--- config.mk ---
export PLATFORM = sky130hd
export DESIGN_NAME = drive_command_line_decoder_unit
export DESIGN_NICKNAME = d
export VERILOG_FILES = /design/src/hdl/dcld_pkg.sv /design/src/hdl/drive_command_line_decoder_unit.sv
export VERILOG_INCLUDE_DIRS = /design/src /design/src/hdl
export SDC_FILE = /design/constraint.sdc
export NUM_CORES = 1
export LEC_CHECK = 0
export ABC_AREA = 0
export BUFFER_PORTS_ARGS = -buffer_cell sky130_fd_sc_hd__clkbuf_2
export CORE_MARGIN = 10
export CORE_UTILIZATION = 42
export DETAILED_ROUTE_END_ITERATION = 12
export SLEW_MARGIN = 20
export SYNTH_ARGS = -nofsm -noshare
export SYNTH_HDL_FRONTEND = slang
export SYNTH_SLANG_ARGS = --single-unit
--- constraint.sdc ---
create_clock -name clk -period 16 [get_ports clk]
set_clock_uncertainty 0.1 [all_clocks]
set_input_delay 2.4 -clock clk [delete_from_list [all_inputs] [get_ports clk]]
set_output_delay 2.4 -clock clk [all_outputs]
set_load 0.01 [all_outputs]
--- src/hdl/assert_macros.svh ---
// Assertion macros used by the RTL.
// Expects clk and rst_n in the scope where the macros are used.
`ifndef ASSERT_MACROS_SVH
`define ASSERT_MACROS_SVH

// same-cycle implication
`define ASSERT_NOW(label, ante, cons, msg) \
  label: assert property (@(posedge clk) disable iff (!rst_n) (ante) |-> (cons)) \
    else $error(msg);

// next-cycle implication
`define ASSERT_NEXT(label, ante, cons, msg) \
  label: assert property (@(posedge clk) disable iff (!rst_n) (ante) |=> (cons)) \
    else $error(msg);

`endif

--- src/hdl/dcld_pkg.sv ---
// Package for the drive command line decoder: sizes, keyword codes,
// parse phases and command kinds. No dependencies.
package dcld_pkg;

  localparam int LINE_CHARS = 63;
  localparam int KEYWORD_CHARS = 15;
  localparam int LC_W = $clog2(LINE_CHARS + 1);
  localparam int KL_W = $clog2(KEYWORD_CHARS + 1);

  localparam int NUM_W = 15;
  localparam int VAL_W = NUM_W + 1;
  localparam int VEL_W = VAL_W + 1;
  localparam logic [NUM_W-1:0] NUM_LIMIT = 15'h7FFF;

  localparam logic [31:0] KW_FWD  = 32'h0046_5744;
  localparam logic [31:0] KW_BWD  = 32'h0042_5744;
  localparam logic [31:0] KW_TL   = 32'h0000_544C;
  localparam logic [31:0] KW_TR   = 32'h0000_5452;
  localparam logic [31:0] KW_STOP = 32'h5354_4F50;

  localparam logic [7:0] CH_NUL   = 8'h00;
  localparam logic [7:0] CH_CR    = 8'h0D;
  localparam logic [7:0] CH_LF    = 8'h0A;
  localparam logic [7:0] CH_SP    = 8'h20;
  localparam logic [7:0] CH_TAB   = 8'h09;
  localparam logic [7:0] CH_VT    = 8'h0B;
  localparam logic [7:0] CH_FF    = 8'h0C;
  localparam logic [7:0] CH_PLUS  = 8'h2B;
  localparam logic [7:0] CH_MINUS = 8'h2D;
  localparam logic [7:0] CH_ZERO  = 8'h30;
  localparam logic [7:0] CH_NINE  = 8'h39;

  typedef enum logic [2:0] {
    PH_PRE_KW   = 3'd0,
    PH_KW       = 3'd1,
    PH_PRE_SPD  = 3'd2,
    PH_SPD_SIGN = 3'd3,
    PH_SPD_DIG  = 3'd4,
    PH_PRE_TRN  = 3'd5,
    PH_TRN      = 3'd6,
    PH_DONE     = 3'd7
  } phase_t;

  typedef enum logic [2:0] {
    CMD_FWD  = 3'd0,
    CMD_BWD  = 3'd1,
    CMD_TL   = 3'd2,
    CMD_TR   = 3'd3,
    CMD_HALT = 3'd4,
    CMD_UNK  = 3'd5
  } cmd_t;

endpackage

--- src/hdl/drive_command_line_decoder_unit.sv ---
// Drive command line decoder: one byte per cycle into line parse state,
// one result per non-empty line. Depends on dcld_pkg and assert_macros.svh.
// Latency: the result is valid the cycle after its CR/LF request is accepted.
// Throughput: one byte per cycle; the output register stalls input only
// while a result waits and out_ready is low.
// Reset: synchronous rst_n clears parse state and the output valid.
`include "assert_macros.svh"

module drive_command_line_decoder_unit (
  input  logic        clk,
  input  logic        rst_n,
  input  logic        in_valid,
  output logic        in_ready,
  input  logic [7:0]  in_rx_byte,
  output logic        out_valid,
  input  logic        out_ready,
  output logic [2:0]  out_command_kind,
  output logic signed [16:0] out_left_vel,
  output logic signed [16:0] out_right_vel,
  output logic        out_moving_forward
);

  localparam int NW = dcld_pkg::NUM_W;
  localparam int VW = dcld_pkg::VAL_W;
  localparam int EW = dcld_pkg::VEL_W;

  logic [dcld_pkg::LC_W-1:0] cnt_r, cnt_nxt;
  dcld_pkg::phase_t          ph_r, ph_nxt;
  logic [31:0]               kw_r, kw_nxt;
  logic [dcld_pkg::KL_W-1:0] kwlen_r, kwlen_nxt;
  logic [NW-1:0]             acc_r, acc_nxt;
  logic                      neg_r, neg_nxt;
  logic signed [VW-1:0]      spd_r, spd_nxt;
  logic signed [VW-1:0]      trn_r, trn_nxt;

  logic                      out_valid_r, out_valid_nxt;
  dcld_pkg::cmd_t            kind_r, kind_nxt;
  logic signed [EW-1:0]      left_r, left_nxt;
  logic signed [EW-1:0]      right_r, right_nxt;
  logic                      fwd_r, fwd_nxt;

  logic                      accept, is_eol, emit, keep;
  logic                      ws, dig, sgn, go;
  logic [7:0]                c;
  logic [NW-1:0]             dval;
  logic [NW+3:0]             acc_mul;
  logic [NW-1:0]             acc_sat;
  logic signed [VW-1:0]      take_val;
  logic signed [VW-1:0]      v, t;

  assign c        = in_rx_byte;
  assign in_ready = !out_valid_r || out_ready;
  assign accept   = in_valid && in_ready;
  assign is_eol   = (c == dcld_pkg::CH_CR) || (c == dcld_pkg::CH_LF);
  assign emit     = accept && is_eol && (cnt_r != '0);
  assign keep     = accept && !is_eol && (cnt_r < dcld_pkg::LC_W'(dcld_pkg::LINE_CHARS));

  assign ws  = (c == dcld_pkg::CH_SP) || (c == dcld_pkg::CH_TAB) ||
               (c == dcld_pkg::CH_VT) || (c == dcld_pkg::CH_FF);
  assign dig = (c >= dcld_pkg::CH_ZERO) && (c <= dcld_pkg::CH_NINE);
  assign sgn = (c == dcld_pkg::CH_PLUS) || (c == dcld_pkg::CH_MINUS);

  assign dval     = NW'(c[3:0]);
  assign acc_mul  = (NW+4)'(acc_r) * (NW+4)'(10) + (NW+4)'(dval);
  assign acc_sat  = (acc_mul > (NW+4)'(dcld_pkg::NUM_LIMIT)) ? dcld_pkg::NUM_LIMIT
                                                              : acc_mul[NW-1:0];
  assign take_val = neg_r ? -$signed({1'b0, acc_r}) : $signed({1'b0, acc_r});

  // per-byte parse step
  always_comb begin
    cnt_nxt   = cnt_r;
    ph_nxt    = ph_r;
    kw_nxt    = kw_r;
    kwlen_nxt = kwlen_r;
    acc_nxt   = acc_r;
    neg_nxt   = neg_r;
    spd_nxt   = spd_r;
    trn_nxt   = trn_r;
    go        = 1'b1;
    if (emit) begin
      cnt_nxt   = '0;
      ph_nxt    = dcld_pkg::PH_PRE_KW;
      kw_nxt    = '0;
      kwlen_nxt = '0;
      acc_nxt   = '0;
      neg_nxt   = 1'b0;
      spd_nxt   = '0;
      trn_nxt   = '0;
    end else if (keep) begin
      cnt_nxt = cnt_r + 1'b1;
      if (c == dcld_pkg::CH_NUL) begin
        if (ph_r == dcld_pkg::PH_SPD_SIGN || ph_r == dcld_pkg::PH_SPD_DIG) begin
          spd_nxt = take_val;
          acc_nxt = '0;
          neg_nxt = 1'b0;
        end else if (ph_r == dcld_pkg::PH_TRN) begin
          trn_nxt = take_val;
          acc_nxt = '0;
          neg_nxt = 1'b0;
        end
        ph_nxt = dcld_pkg::PH_DONE;
      end else begin
        if (ph_nxt == dcld_pkg::PH_PRE_KW) begin
          if (ws) go = 1'b0;
          else ph_nxt = dcld_pkg::PH_KW;
        end
        if (go && ph_nxt == dcld_pkg::PH_KW) begin
          if (ws) begin
            ph_nxt = dcld_pkg::PH_PRE_SPD;
            go = 1'b0;
          end else if (kwlen_r < dcld_pkg::KL_W'(dcld_pkg::KEYWORD_CHARS)) begin
            if (kwlen_r < dcld_pkg::KL_W'(4)) kw_nxt = {kw_r[23:0], c};
            kwlen_nxt = kwlen_r + 1'b1;
            go = 1'b0;
          end else begin
            ph_nxt = dcld_pkg::PH_PRE_SPD;
          end
        end
        if (go && ph_nxt == dcld_pkg::PH_PRE_SPD) begin
          go = 1'b0;
          if (ws) begin
            ph_nxt = dcld_pkg::PH_PRE_SPD;
          end else if (sgn) begin
            neg_nxt = (c == dcld_pkg::CH_MINUS);
            ph_nxt  = dcld_pkg::PH_SPD_SIGN;
          end else if (dig) begin
            acc_nxt = dval;
            ph_nxt  = dcld_pkg::PH_SPD_DIG;
          end else begin
            ph_nxt = dcld_pkg::PH_DONE;
          end
        end
        if (go && ph_nxt == dcld_pkg::PH_SPD_SIGN) begin
          go = 1'b0;
          if (dig) begin
            acc_nxt = dval;
            ph_nxt  = dcld_pkg::PH_SPD_DIG;
          end else begin
            neg_nxt = 1'b0;
            ph_nxt  = dcld_pkg::PH_DONE;
          end
        end
        if (go && ph_nxt == dcld_pkg::PH_SPD_DIG) begin
          if (dig) begin
            acc_nxt = acc_sat;
            go = 1'b0;
          end else begin
            spd_nxt = take_val;
            acc_nxt = '0;
            neg_nxt = 1'b0;
            ph_nxt  = dcld_pkg::PH_PRE_TRN;
            if (ws) go = 1'b0;
          end
        end
        if (go && ph_nxt == dcld_pkg::PH_PRE_TRN) begin
          go = 1'b0;
          if (ws) begin
            ph_nxt = dcld_pkg::PH_PRE_TRN;
          end else if (sgn) begin
            neg_nxt = (c == dcld_pkg::CH_MINUS);
            ph_nxt  = dcld_pkg::PH_TRN;
          end else if (dig) begin
            acc_nxt = dval;
            ph_nxt  = dcld_pkg::PH_TRN;
          end else begin
            ph_nxt = dcld_pkg::PH_DONE;
          end
        end
        if (go && ph_nxt == dcld_pkg::PH_TRN) begin
          if (dig) begin
            acc_nxt = acc_sat;
          end else begin
            trn_nxt = take_val;
            acc_nxt = '0;
            neg_nxt = 1'b0;
            ph_nxt  = dcld_pkg::PH_DONE;
          end
        end
      end
    end
  end

  // line-end decode
  always_comb begin
    v = (ph_r == dcld_pkg::PH_SPD_DIG) ? take_val : spd_r;
    t = (ph_r == dcld_pkg::PH_TRN)     ? take_val : trn_r;
    kind_nxt  = dcld_pkg::CMD_UNK;
    left_nxt  = '0;
    right_nxt = '0;
    if (kwlen_r == dcld_pkg::KL_W'(3) && kw_r == dcld_pkg::KW_FWD) begin
      kind_nxt  = dcld_pkg::CMD_FWD;
      left_nxt  = EW'(v);
      right_nxt = EW'(v);
    end else if (kwlen_r == dcld_pkg::KL_W'(3) && kw_r == dcld_pkg::KW_BWD) begin
      kind_nxt  = dcld_pkg::CMD_BWD;
      left_nxt  = -EW'(v);
      right_nxt = -EW'(v);
    end else if (kwlen_r == dcld_pkg::KL_W'(2) && kw_r == dcld_pkg::KW_TL) begin
      kind_nxt  = dcld_pkg::CMD_TL;
      left_nxt  = EW'(v) + EW'(t);
      right_nxt = EW'(v) - EW'(t);
    end else if (kwlen_r == dcld_pkg::KL_W'(2) && kw_r == dcld_pkg::KW_TR) begin
      kind_nxt  = dcld_pkg::CMD_TR;
      left_nxt  = EW'(v) - EW'(t);
      right_nxt = EW'(v) + EW'(t);
    end else if (kwlen_r == dcld_pkg::KL_W'(4) && kw_r == dcld_pkg::KW_STOP) begin
      kind_nxt = dcld_pkg::CMD_HALT;
    end
    fwd_nxt = (left_nxt > 0) && (right_nxt > 0);
    out_valid_nxt = emit ? 1'b1 : (out_ready ? 1'b0 : out_valid_r);
  end

  always_ff @(posedge clk) begin
    if (!rst_n) begin
      cnt_r       <= '0;
      ph_r        <= dcld_pkg::PH_PRE_KW;
      kw_r        <= '0;
      kwlen_r     <= '0;
      acc_r       <= '0;
      neg_r       <= 1'b0;
      spd_r       <= '0;
      trn_r       <= '0;
      out_valid_r <= 1'b0;
    end else begin
      cnt_r       <= cnt_nxt;
      ph_r        <= ph_nxt;
      kw_r        <= kw_nxt;
      kwlen_r     <= kwlen_nxt;
      acc_r       <= acc_nxt;
      neg_r       <= neg_nxt;
      spd_r       <= spd_nxt;
      trn_r       <= trn_nxt;
      out_valid_r <= out_valid_nxt;
    end
  end

  always_ff @(posedge clk) begin
    if (emit) begin
      kind_r  <= kind_nxt;
      left_r  <= left_nxt;
      right_r <= right_nxt;
      fwd_r   <= fwd_nxt;
    end
  end

  assign out_valid          = out_valid_r;
  assign out_command_kind   = kind_r;
  assign out_left_vel       = left_r;
  assign out_right_vel      = right_r;
  assign out_moving_forward = fwd_r;

  `ASSERT_NOW(a_cnt_bound, 1'b1, cnt_r <= dcld_pkg::LC_W'(dcld_pkg::LINE_CHARS),
              "line count past limit")
  `ASSERT_NEXT(a_emit_clears, emit, out_valid_r && cnt_r == '0 && kwlen_r == '0,
               "line end did not post result and clear")
  `ASSERT_NOW(a_stop_zero,
              out_valid_r && (kind_r == dcld_pkg::CMD_HALT || kind_r == dcld_pkg::CMD_UNK),
              left_r == '0 && right_r == '0, "stop or unknown with nonzero velocity")
  `ASSERT_NOW(a_fwd_kind, out_valid_r && fwd_r,
              kind_r == dcld_pkg::CMD_FWD || kind_r == dcld_pkg::CMD_BWD ||
              kind_r == dcld_pkg::CMD_TL || kind_r == dcld_pkg::CMD_TR,
              "forward flag on non-moving command")

endmodule

==> qor.yml <==
synth:
  synth-seq-area-share_pct: 30.4
  synth_flop_cell: "dfxtp_1"
  ys_ff_latch: 132
  synth_area_per_cell_sq_um: 8.11
  synth_cells: 1228
  synthArstFlopShare_pct: 0
  yosysTopAreaCell: "dfxtp_1"
  yosysUniqueCellTypes: 84
  netlist_area_sq_um: 9950
  synth_top_area_share_pct: 18.9
  synthTopCellsByArea: "dfxtp_1 (19%), edfxtp_1 (11%), ha_1 (8.5%)"
  ys_warn_count: 0
  synth_edf_count: 38
  syn_nets: 1312
timing:
  slew_headroom_pct: 31.1
  setup-tns-final_ns: 0
  fmax_mhz: 158
  rsz0062_at_grt: "false"
  setup_viol: 0
  timing_worst_slew_pin_value_ns: 1.03
  min_period_ns: 6.32
  fin_crit_sh_pct: 39.5
  slew_viol_final: 0
  final_hold_viol_count: 0
pwr:
  powerDensity_nw_per_um2: 79.1
  p_comb_share_pct: 15.4
  p_leak_nw: 4.39
  p_sw_mw: 0.249
  totalPowerFinal_mw: 0.872
  seq_power_share_pct: 40.9
  clkPwrFrac_pct: 43.7
  p_int_mw: 0.623
  peakVddDrop_mv: 0.0519
  swShare_pct: 28.5
clock_tree:
  cts_root_buf: "clkbuf_16"
  postCtsSetupBuffers: 0
  insertion_delay_ns: 0.43
  cts_buffer_depth: 2
  cts_buffers: 17
  cts_hold_buf: 0
  clkTransAtPathRegs_ns: 0.06
  htreeDepth: 4
  clock-sinks: 132
  cts_tree: "yes"
  cts_resized: 0
global_route:
  antenna_found_initial: 2
  grt_pass1_wl_mm: 42.1
  grt_max_degree: 81
  gr-total-overflow: 0
  grt_pass1_vias: 8142
  grt.total_usage_pct: 16.4
worst_setup_path:
  cp.required_ns: 16.08
  critPathMaxFanout: 19
  worstSetupPathType: "reg2reg"
  critPathMaxStageDelay_ns: 0.83
  startpoint: "neg_r"
  endpoint_kind: "register"
  worstPathArrival_ns: 6.40
  rr_startpoint: "neg_r"
  path_cells: "inv_1, a31oi_1, xnor2_1, o21ai_1, ha_1, inv_1, a221oi_1, nand4_1, a2111oi_0, o41ai_1, a221oi_1, o22ai_1, a211o_1, or4b_1, o2111a_1"
  slowest_stage: "dfxtp_1"
  crit_path_start_kind: "register"
die:
  die_area_sq_um: 30300
  fp.coreArea_sq_um: 23400
  die_y_um: 174
  rows: 56
  die_x_um: 174
  start_util_pct: 42.5
  io_pins: 52
routing:
  drc: 0
  vias: 8892
  drtIter0Drc: 574
  wl_mm: 25.2
  first_pass_iters: 5
  routedWlPerCell_um: 16.1
  viasPerCell: 5.67
  ant_nets: 0
min_path:
  hp-start: "kw_r[29]"
  hold_class: "reg2reg"
place:
  port_buffers: 51
  dp_hpwl_mm: 18.6
  place_congestion: 0.885
run_status:
  status: "complete, no violations"
cells_and_area:
  antenna_cells: 0
  fin_util_pct: 47.1
  drive_gt1_share_pct: 10.5
  syn_to_final_growth_pct: 10.7
  fin_nets: 1320
run:
  max-cap-violations: 0
## metal layers
metal,GRT usage (%),vias to the layer above,wire [um]
met5,0,-,19
met1,22.6,4095,12400
met4,4.88,4,395
li1,-,4574,-
met3,2.97,28,1280
met2,25.5,191,11100
## cells in the final DEF (no fill, tap or decap), types with 10 or more instances in the layout
cell type    n
a211oi_1    42
a21o_1      16
a21oi_1     90
a221oi_1    15
a31oi_1     13
buf_4       14
clkbuf_16   18
clkbuf_2    51
dfxtp_1     94
edfxtp_1    38
ha_1        68
inv_1       49
mux2i_1     12
nand2_1    141
nand3_1     17
nand4_1     10
nor2_1     133
nor2b_1     19
nor3_1      22
nor4_1      11
o21a_1      23
o21ai_0     50
o221ai_1    18
o22ai_1     15
or3_1       10
xnor2_1     32
xor2_1      23
## Yosys cell counts, drive strengths merged (19+ instances only)
master,number
a21oi,90
edfxtp,38
dfxtp,94
nor2b,19
xor2,24
a211oi,43
inv,49
o21ai,64
o21a,23
nor3,24
nand2,142
nor2,133
xnor2,32
clkbuf,59
ha,68
## layout make-up
type,instances,area (sq um)
fillers,2358,12400
multi-input cells,971,6480
flip-flops and latches,132,3020
clock buffers,19,454
well taps,319,399
repair buffers,65,360
inverters,49,184
clock inverters,13,123
## cell families (layout without fill, tap and decap cells)
group | count (synthesis) | count (layout) | share of synthesized area [%]
flops | 132 | 132 | 30.4
simple gates | 446 | 446 | 22.0
fa+ha+maj | 72 | 72 | 9.35
compound gates | 385 | 385 | 27.2
buf+inv | 125 | 146 | 4.92
xor+xnor | 56 | 56 | 5.00
mux | 12 | 12 | 1.21
## per-stage QoR
step                instance area (sq um)  instances  hold WS (ns)  setup slack [ns]
floorplan                            9950       1228         0.336              8.27
global placement                    10400       1536         0.347              9.91
detailed placement                  10400       1536         0.352              9.73
CTS                                 11000       1568         0.361              9.71
global route                        11000       1568         0.379              9.08
finish                              11000       1568         0.358              9.68
## sequential cells by signal, indices dropped and copies added (netlist names)
register / flops
out_left_vel: 17
kw_r: 32
kwlen_r: 4
out_command_kind: 3
trn_r: 16
acc_r: 15
spd_r: 16
out_right_vel: 17
cnt_r: 6
out_moving_forward: 1
out_valid: 1
neg_r: 1
ph_r: 3
## critical path, delay by kind of cell (launching register included)
kind	cells	cell delay, ns
adders and majority gates	1	0.44
buffers and inverters	2	0.38
xor gates and xnor gates	1	0.15
and+or+nand+nor	2	0.78
DFF	1	0.83
AOI/OAI and AO/OA	9	3.38
## worst paths after layout
path	endpoint	slack [ns]	cells after the start
max	out_moving_forward	9.68	15
min	kw_r[29]	0.36	2
max reg2reg	out_moving_forward	9.68	15
min reg2reg	kw_r[29]	0.36	2
## power by group through the flow
| stage | Sequential (mW) | Clock, mW | Combinational [mW] |
|---|---|---|---|
| global route | 0.357 | 0.403 | 0.149 |
| CTS | 0.356 | 0.390 | 0.133 |
| detailed placement | 0.364 | 0 | 0.133 |
| finish | 0.356 | 0.381 | 0.134 |
| global placement | 0.363 | 0 | 0.132 |
| floorplan | 0.360 | 0 | 0.104 |
No activity file was read; power rests on OpenSTA's default activity.
